File: config.mk
export PLATFORM = sky130hd
export DESIGN_NAME = indexed_double_ended_queue_unit
export DESIGN_NICKNAME = d
export VERILOG_FILES = /design/src/rtl/idq_pkg.sv /design/src/rtl/idq_ram.sv /design/src/rtl/idq_ctrl.sv /design/src/rtl/idq_datapath.sv /design/src/rtl/indexed_double_ended_queue_unit.sv
export SDC_FILE = /design/constraint.sdc
export NUM_CORES = 2
export LEC_CHECK = 0
export CORE_AREA = 2 2 614 311
export DETAILED_ROUTE_END_ITERATION = 8
export DIE_AREA = 0 0 616 313
export DONT_BUFFER_PORTS = 1
export GPL_ROUTABILITY_DRIVEN = 0
export GPL_TIMING_DRIVEN = 0
export PLACE_DENSITY = 0.68
export SLEW_MARGIN = 5
export SYNTH_ARGS = -nofsm -noshare
export SYNTH_HDL_FRONTEND = slang
export SYNTH_HIERARCHICAL = 1
export SYNTH_SLANG_ARGS = --single-unit
File: constraint.sdc
create_clock -name clk -period 11.5 [get_ports clk]
set_input_delay 0 -clock clk [delete_from_list [all_inputs] [get_ports clk]]
set_output_delay 0 -clock clk [all_outputs]
set_load 0.05 [all_outputs]
File: src/rtl/idq_pkg.sv
// idq_pkg: operation and status codes, error word and the command/status
// structs shared by the deque controller, datapath and checker
// no dependencies
package idq_pkg;

  // field widths fixed by the interface
  localparam int KIND_W  = 3;
  localparam int WORD_W  = 32;
  localparam int POS_W   = 6;
  localparam int STAT_W  = 2;

  // operation codes
  localparam logic [KIND_W-1:0] KIND_PUSH_BACK  = 3'd0;
  localparam logic [KIND_W-1:0] KIND_PUSH_FRONT = 3'd1;
  localparam logic [KIND_W-1:0] KIND_POP_BACK   = 3'd2;
  localparam logic [KIND_W-1:0] KIND_POP_FRONT  = 3'd3;
  localparam logic [KIND_W-1:0] KIND_READ_IDX   = 3'd4;
  localparam logic [KIND_W-1:0] KIND_WRITE_IDX  = 3'd5;

  // status codes
  localparam logic [STAT_W-1:0] ST_OK    = 2'd0;
  localparam logic [STAT_W-1:0] ST_EMPTY = 2'd1;
  localparam logic [STAT_W-1:0] ST_RANGE = 2'd2;
  localparam logic [STAT_W-1:0] ST_FULL  = 2'd3;

  // word returned on any error
  localparam logic signed [WORD_W-1:0] ERR_WORD = 32'hFFFF_FFFF;

  // controller to datapath
  typedef struct packed {
    logic capture;   // take the input word into the operand registers
    logic exec;      // run the operation, update pointers, load the result
    logic load_rd;   // replace the result word with the ram read data
  } idq_cmd_t;

  // datapath to controller
  typedef struct packed {
    logic need_read; // the pending operation fetches an entry
  } idq_stat_t;

endpackage

File: src/rtl/idq_ram.sv
// idq_ram: generic simple dual-port ram, one write and one registered read
// no dependencies
module idq_ram #(
  parameter int WIDTH = 32,
  parameter int DEPTH = 64
) (
  input  logic                     clk,
  input  logic                     we,
  input  logic [$clog2(DEPTH)-1:0] waddr,
  input  logic [WIDTH-1:0]         wdata,
  input  logic                     re,
  input  logic [$clog2(DEPTH)-1:0] raddr,
  output logic [WIDTH-1:0]         rdata
);

  logic [WIDTH-1:0] mem_r [DEPTH];
  logic [WIDTH-1:0] rdata_r;

  // write port
  always_ff @(posedge clk) begin
    if (we) begin
      mem_r[waddr] <= wdata;
    end
  end

  // registered read port
  always_ff @(posedge clk) begin
    if (re) begin
      rdata_r <= mem_r[raddr];
    end
  end

  assign rdata = rdata_r;

endmodule

File: src/rtl/idq_ctrl.sv
// idq_ctrl: sequencing state machine of the deque, drives the handshakes
// depends on idq_pkg
module idq_ctrl (
  input  logic                 clk,
  input  logic                 rst_n,
  input  logic                 in_valid,
  output logic                 in_ready,
  output logic                 out_valid,
  input  logic                 out_ready,
  output idq_pkg::idq_cmd_t    cmd,
  input  idq_pkg::idq_stat_t   stat
);
  import idq_pkg::*;

  localparam logic [1:0] S_IDLE = 2'd0;
  localparam logic [1:0] S_EXEC = 2'd1;
  localparam logic [1:0] S_MEM  = 2'd2;
  localparam logic [1:0] S_RESP = 2'd3;

  logic [1:0] state_r;
  logic [1:0] state_nxt;
  logic       accept;

  // a new word is taken when idle or as the held result leaves
  assign in_ready  = (state_r == S_IDLE) || ((state_r == S_RESP) && out_ready);
  assign out_valid = (state_r == S_RESP);
  assign accept    = in_valid && in_ready;

  // commands
  always_comb begin
    cmd.capture = accept;
    cmd.exec    = (state_r == S_EXEC);
    cmd.load_rd = (state_r == S_MEM);
  end

  // next state
  always_comb begin
    state_nxt = state_r;
    case (state_r)
      S_IDLE: begin
        if (accept) state_nxt = S_EXEC;
      end
      S_EXEC: begin
        state_nxt = stat.need_read ? S_MEM : S_RESP;
      end
      S_MEM: begin
        state_nxt = S_RESP;
      end
      S_RESP: begin
        if (accept) begin
          state_nxt = S_EXEC;
        end else if (out_ready) begin
          state_nxt = S_IDLE;
        end
      end
      default: state_nxt = S_IDLE;
    endcase
  end

  // state register
  always_ff @(posedge clk) begin
    if (!rst_n) begin
      state_r <= S_IDLE;
    end else begin
      state_r <= state_nxt;
    end
  end

endmodule

File: src/rtl/idq_datapath.sv
// idq_datapath: operand and result registers, ring pointers and entry ram
// depends on idq_pkg and idq_ram
module idq_datapath #(
  parameter int DEPTH = 64
) (
  input  logic                                clk,
  input  logic                                rst_n,
  input  idq_pkg::idq_cmd_t                   cmd,
  output idq_pkg::idq_stat_t                  stat,
  input  logic [idq_pkg::KIND_W-1:0]          in_kind,
  input  logic signed [idq_pkg::WORD_W-1:0]   in_value,
  input  logic [idq_pkg::POS_W-1:0]           in_position,
  output logic signed [idq_pkg::WORD_W-1:0]   out_word,
  output logic [idq_pkg::STAT_W-1:0]          out_status,
  output logic [$clog2(DEPTH+1)-1:0]          out_occupancy
);
  import idq_pkg::*;

  localparam int AW = $clog2(DEPTH);
  localparam int CW = $clog2(DEPTH + 1);
  localparam int PW = (POS_W > CW) ? POS_W : CW;
  localparam logic [AW:0]   DEPTH_A = (AW + 1)'(DEPTH);
  localparam logic [AW-1:0] LAST_A  = AW'(DEPTH - 1);
  localparam logic [CW-1:0] DEPTH_C = CW'(DEPTH);

  // operand registers
  logic [KIND_W-1:0]        kind_r;
  logic signed [WORD_W-1:0] value_r;
  logic [POS_W-1:0]         pos_r;

  // queue state
  logic [AW-1:0] front_r, front_nxt;
  logic [CW-1:0] count_r, count_nxt;

  // result registers
  logic signed [WORD_W-1:0] word_r;
  logic [STAT_W-1:0]        status_r;
  logic [CW-1:0]            occ_r;

  // operation decode
  logic                     is_full, is_empty, in_range;
  logic                     op_we, op_re, use_front, use_dec;
  logic [AW-1:0]            offset, front_inc, front_dec, ring_addr, addr;
  logic [AW:0]              ring_sum;
  logic signed [WORD_W-1:0] word_c;
  logic [STAT_W-1:0]        status_c;
  logic [WORD_W-1:0]        rdata;

  // capture the accepted word
  always_ff @(posedge clk) begin
    if (cmd.capture) begin
      kind_r  <= in_kind;
      value_r <= in_value;
      pos_r   <= in_position;
    end
  end

  // checks and neighbor pointers
  assign is_full   = (count_r == DEPTH_C);
  assign is_empty  = (count_r == '0);
  assign in_range  = (PW'(pos_r) < PW'(count_r));
  assign front_inc = (front_r == LAST_A) ? '0 : front_r + 1'b1;
  assign front_dec = (front_r == '0) ? LAST_A : front_r - 1'b1;

  // decode the operation
  always_comb begin
    op_we     = 1'b0;
    op_re     = 1'b0;
    use_front = 1'b0;
    use_dec   = 1'b0;
    offset    = '0;
    front_nxt = front_r;
    count_nxt = count_r;
    word_c    = '0;
    status_c  = ST_OK;
    case (kind_r)
      KIND_PUSH_BACK: begin
        if (is_full) begin
          word_c   = ERR_WORD;
          status_c = ST_FULL;
        end else begin
          op_we     = 1'b1;
          offset    = AW'(count_r);
          count_nxt = count_r + 1'b1;
          word_c    = value_r;
        end
      end
      KIND_PUSH_FRONT: begin
        if (is_full) begin
          word_c   = ERR_WORD;
          status_c = ST_FULL;
        end else begin
          op_we     = 1'b1;
          use_dec   = 1'b1;
          front_nxt = front_dec;
          count_nxt = count_r + 1'b1;
          word_c    = value_r;
        end
      end
      KIND_POP_BACK: begin
        if (is_empty) begin
          word_c   = ERR_WORD;
          status_c = ST_EMPTY;
        end else begin
          op_re     = 1'b1;
          offset    = AW'(count_r - 1'b1);
          count_nxt = count_r - 1'b1;
        end
      end
      KIND_POP_FRONT: begin
        if (is_empty) begin
          word_c   = ERR_WORD;
          status_c = ST_EMPTY;
        end else begin
          op_re     = 1'b1;
          use_front = 1'b1;
          front_nxt = front_inc;
          count_nxt = count_r - 1'b1;
        end
      end
      KIND_READ_IDX: begin
        if (!in_range) begin
          word_c   = ERR_WORD;
          status_c = ST_RANGE;
        end else begin
          op_re  = 1'b1;
          offset = AW'(pos_r);
        end
      end
      KIND_WRITE_IDX: begin
        if (!in_range) begin
          word_c   = ERR_WORD;
          status_c = ST_RANGE;
        end else begin
          op_we  = 1'b1;
          offset = AW'(pos_r);
          word_c = value_r;
        end
      end
      default: begin
        word_c = '0;
      end
    endcase
  end

  // ring position: front plus offset, wrapped once
  assign ring_sum  = {1'b0, front_r} + {1'b0, offset};
  assign ring_addr = (ring_sum >= DEPTH_A) ? AW'(ring_sum - DEPTH_A) : ring_sum[AW-1:0];
  assign addr      = use_dec ? front_dec : (use_front ? front_r : ring_addr);

  assign stat.need_read = op_re;

  // entry storage
  idq_ram #(
    .WIDTH (WORD_W),
    .DEPTH (DEPTH)
  ) u_ram (
    .clk   (clk),
    .we    (cmd.exec && op_we),
    .waddr (addr),
    .wdata (value_r),
    .re    (cmd.exec && op_re),
    .raddr (addr),
    .rdata (rdata)
  );

  // pointer and count
  always_ff @(posedge clk) begin
    if (!rst_n) begin
      front_r <= '0;
      count_r <= '0;
    end else if (cmd.exec) begin
      front_r <= front_nxt;
      count_r <= count_nxt;
    end
  end

  // result word
  always_ff @(posedge clk) begin
    if (cmd.exec) begin
      word_r   <= word_c;
      status_r <= status_c;
      occ_r    <= count_nxt;
    end else if (cmd.load_rd) begin
      word_r   <= rdata;
    end
  end

  assign out_word      = word_r;
  assign out_status    = status_r;
  assign out_occupancy = occ_r;

endmodule

File: src/rtl/indexed_double_ended_queue_unit.sv
// indexed_double_ended_queue_unit: top level of the indexed deque
// depends on idq_pkg, idq_ctrl and idq_datapath
//
// Usage:
//   Input channel (in_valid/in_ready) carries one operation word: in_kind,
//   in_value, in_position. Result channel (out_valid/out_ready) returns
//   one word per operation: out_word, out_status, out_occupancy.
//   Entries sit in a ring of DEPTH words in a ram with one write port and
//   one registered read port.
// Timing: after acceptance a push, write, error or unused code passes
//   through the execute state to the response state, where out_valid is
//   high; pops and reads add a memory state for the registered ram read.
// Flow: a new operation is not taken until the last result leaves; the next
//   word is taken in the same cycle the held result is taken, so no idle
//   state lies between operations once the receiver is ready.
// Reset: rst_n clears the state machine, the front pointer and the count;
//   the queue comes up empty with no clearing pass.
// Stall: while out_ready is low the result holds on the outputs and
//   in_ready stays low.
module indexed_double_ended_queue_unit #(
  parameter int DEPTH = 64
) (
  input  logic                                clk,
  input  logic                                rst_n,
  input  logic                                in_valid,
  output logic                                in_ready,
  input  logic [idq_pkg::KIND_W-1:0]          in_kind,
  input  logic signed [idq_pkg::WORD_W-1:0]   in_value,
  input  logic [idq_pkg::POS_W-1:0]           in_position,
  output logic                                out_valid,
  input  logic                                out_ready,
  output logic signed [idq_pkg::WORD_W-1:0]   out_word,
  output logic [idq_pkg::STAT_W-1:0]          out_status,
  output logic [$clog2(DEPTH+1)-1:0]          out_occupancy
);
  import idq_pkg::*;

  idq_cmd_t  cmd;
  idq_stat_t stat;

  // sequencing
  idq_ctrl u_ctrl (
    .clk       (clk),
    .rst_n     (rst_n),
    .in_valid  (in_valid),
    .in_ready  (in_ready),
    .out_valid (out_valid),
    .out_ready (out_ready),
    .cmd       (cmd),
    .stat      (stat)
  );

  // storage and result
  idq_datapath #(
    .DEPTH (DEPTH)
  ) u_dp (
    .clk           (clk),
    .rst_n         (rst_n),
    .cmd           (cmd),
    .stat          (stat),
    .in_kind       (in_kind),
    .in_value      (in_value),
    .in_position   (in_position),
    .out_word      (out_word),
    .out_status    (out_status),
    .out_occupancy (out_occupancy)
  );

endmodule

==> flow_summary.toml <==
[run_status]
status = "finished, violations left"
violations = "max-capacitance violations, max-slew violations"

[clocking]
insertion_delay_ps = 860
post_cts_buffers = 0
cts_sink_cnt = 2177
cts_tree = "built"
cts.htree.levels = 4
clockBufferDepth = 4
clk_pin_slew_ps = 70
clockRootBuffer = "clkbuf_16"
numCtsBuffers = 191

[timing]
final_hold_viol_count = 0
setup_viol = 0
grt_setup_unrepaired = "no"
fin_hold_ws_ps = 98.8
maxClockFrequency_mhz = 114
tns_ps = 0
timing_max_transition_violations_final = 29
finalWorstPathRequiredPeriod_ps = 8800
max_slew.worst_pin.slew_ps = 1560
clock-skew-final_ps = 53.7
final_cycle_utilization_of_the_critical_path_pct = 76.5
max-slew-margin-rel_pct = -3.97
postLayoutSetupSlackWorst_ps = 2700

[yosys]
synth_sequential_area_ratio_pct = 77.8
postSynthCellCount = 3811
post_synthesis_net_count = 3879
synth_warnings = 6
count_of_flip_flops_with_a_built_in_enable_after_synthesis = 2162
yosys_register_bits = 2177
postSynthAreaPerCell_um2 = 22.0
syn-cell-area_um2 = 83900
synthFlopType = "edfxtp_1"
post_synth_num_cell_types = 69
synth-async-reset-ratio_pct = 0

[flow_run]
cap_violations = 3

[critical_path]
critical_path_required_ps = 12030
setup_slack_of_the_most_critical_reg_to_reg_path_ps = 2700
timing.critical_path.arrival_ps = 9340
crit_path_start_kind = "flop"
cp-end-kind = "flop"
critical_path.max_fanout = 10
timing.setup.critical_path_class = "reg2reg"

[cells_and_area]
mostFrequentLayoutCells = "edfxtp_1, mux4_2, clkbuf_16"
layout.cells.most_common = "edfxtp_1"
stdcell_count = 6942
final_layout_size_suffix_gt1_share_pct = 26.2
final_core_util_pct = 52.2
syn_to_layout_area_delta_pct = 17.0
final.fill_count = 14100
fin_nets = 4325
final_area_um2 = 98100

[placed_design]
hpwlAfterDp_mm = 184
dpl_cell_area_um2 = 91300
placedCellCount = 6507
dp_slack_ps = 3430
portBuffers = 0

[power_and_ir_drop]
totalPowerFinal_mw = 28.0
power_density_nw_per_um2 = 285
maximum_vdd_drop_mv = 0.268
leakage_nw = 30.2

[grt]
first_global_vias = 42700
initial_antenna_violation_count = 13
wire_length_of_the_first_global_routing_pass_mm = 363
pin_count_of_the_biggest_net_entering_global_routing = 42
grt_util_all_layers_pct = 27.9
overall_overflow_remaining_after_global_route = 0

[floorplan]
initial_core_util_pct = 44.6
chipHeight_um = 313
std_cell_rows = 113
placeableCoreArea_um2 = 188000
design.die.area_um2 = 193000
die_w_um = 616
num_io_pins = 88

[routing]
routed_wirelength_normalized_by_instance_count_um = 39.0
route.detailed.drc = 0
viasPerCell = 6.64
route.vias.total = 46100
routed_wirelength_mm = 271
first_drt_pass_iteration_count = 9
starting_drc_count_in_detailed_routing = 9721
detail-route-antenna-nets = 0

[hold_path]
worst_hold_path_type = "in2reg"
-- area by class of cell --
class                   instances  area [um2]  area share (%)
diodes                          8        20.0          0.0204
plain buffers                 216        1050            1.07
clock buffers                 225        4990            5.09
clock inverters               115         925           0.942
inverters                      21        78.8          0.0803
multi-input cells            1397       18000            18.4
flip-flops and latches       2177       65200            66.5
well taps                    2530        3170            3.23
repair buffers                253        4670            4.76
-- path summary, 6_finish.rpt --
path,endpoint,from,depth (start not counted)
worst min-delay path,u_ctrl/state_r[0]$_SDFFE_PN0P_,out_ready,4
worst max-delay path,u_dp/u_ram/rdata[21]$_DFFE_PP_,u_dp/count_r[4]$_SDFFE_PN0P_,22
worst max register to register,u_dp/u_ram/rdata[21]$_DFFE_PP_,u_dp/count_r[4]$_SDFFE_PN0P_,22
worst min register to register,u_dp/out_word[29]$_DFFE_PP_,u_dp/u_ram/rdata[29]$_DFFE_PP_,2
-- Yosys cell counts (7+ instances only) --
library cell | number | share of area (%)
or3_1 | 7 | 0.052
and3_1 | 9 | 0.067
and2_1 | 10 | 0.075
a22oi_1 | 12 | 0.11
o22ai_1 | 85 | 0.63
buf_6 | 7 | 0.094
dfxtp_1 | 15 | 0.36
buf_2 | 61 | 0.36
o21ai_0 | 58 | 0.35
nor2b_1 | 18 | 0.13
mux2i_1 | 96 | 1.1
inv_1 | 20 | 0.089
a311oi_1 | 10 | 0.10
nand3_1 | 46 | 0.27
mux4_2 | 544 | 15
nor2_1 | 169 | 0.76
ha_1 | 22 | 0.33
nand2b_1 | 11 | 0.082
nor3_1 | 16 | 0.095
edfxtp_1 | 2162 | 77
clkbuf_1 | 101 | 0.45
buf_1 | 21 | 0.094
nand2_1 | 76 | 0.34
a31oi_1 | 10 | 0.075
a21oi_1 | 87 | 0.52
o221ai_1 | 28 | 0.29
buf_4 | 26 | 0.23
-- cells by family (layout without fill, tap and decap cells) --
| family | after synthesis | after routing | synth area share, % |
|---|---|---|---|
| buffers and inverters | 237 | 830 | 1.33 |
| other | 0 | 8 | 0 |
| adder cells (fa/ha/maj) | 23 | 23 | 0.352 |
| flip-flops | 2177 | 2177 | 77.8 |
| AND/OR/NAND/NOR | 388 | 388 | 2.12 |
| AO/OA/AOI/OAI | 337 | 337 | 2.59 |
| multiplexers | 640 | 640 | 15.8 |
| XOR/XNOR | 9 | 9 | 0.0940 |
-- repair_timing --
item | in CTS | in global routing
gates resized for setup | 0 | 0
hold buffers | 87 | 0
endpoints found under the hold margin | 97 | 0
-- power breakdown --
part           switching [mW]  leakage [nW]  internal (mW)  total, mW
logic                    7.68          7.75           4.00       11.7
registers               0.487          19.6           9.47       9.95
clock network            2.92          2.88           3.42       6.34
-- critical path, stage by stage (launching register included) --
cell and delay (ps):
dfxtp_1 340, clkbuf_1 380, inv_1 150, ha_1 310, a211oi_1 270, nor3_1 130, a2111oi_4 630, nand2_1 120
o21a_1 160, inv_1 60, ha_1 210, a21o_1 170, a21oi_1 270, o21bai_1 100, a21oi_1 180, xnor2_1 120
or3_1 370, a31oi_1 1080, clkbuf_1 680, or2_0 480, clkbuf_1 1000, o22ai_1 440, nor2_1 800
-- per-layer routing --
layer / vias up / share of wire [%] / track usage, %
met5: - / 0.048 / 0.363
met4: 8 / 3.2 / 7.67
met3: 534 / 21 / 16.5
met2: 4518 / 38 / 34.1
met1: 24000 / 38 / 41.2
li1: 17000 / - / -
-- state kept, by name, indices dropped and copies added, names as in the netlist --
name                cells
u_dp/u_ram/rdata       32
u_ctrl/state_r          2
u_dp/front_r            6
u_dp/out_status         2
u_dp/out_occupancy      7
u_dp/pos_r              6
u_dp/value_r           32
u_dp/out_word          32
u_dp/count_r            7
u_dp/kind_r             3
u_dp/u_ram/mem_r     2048
No activity file was read; power rests on OpenSTA's default activity.
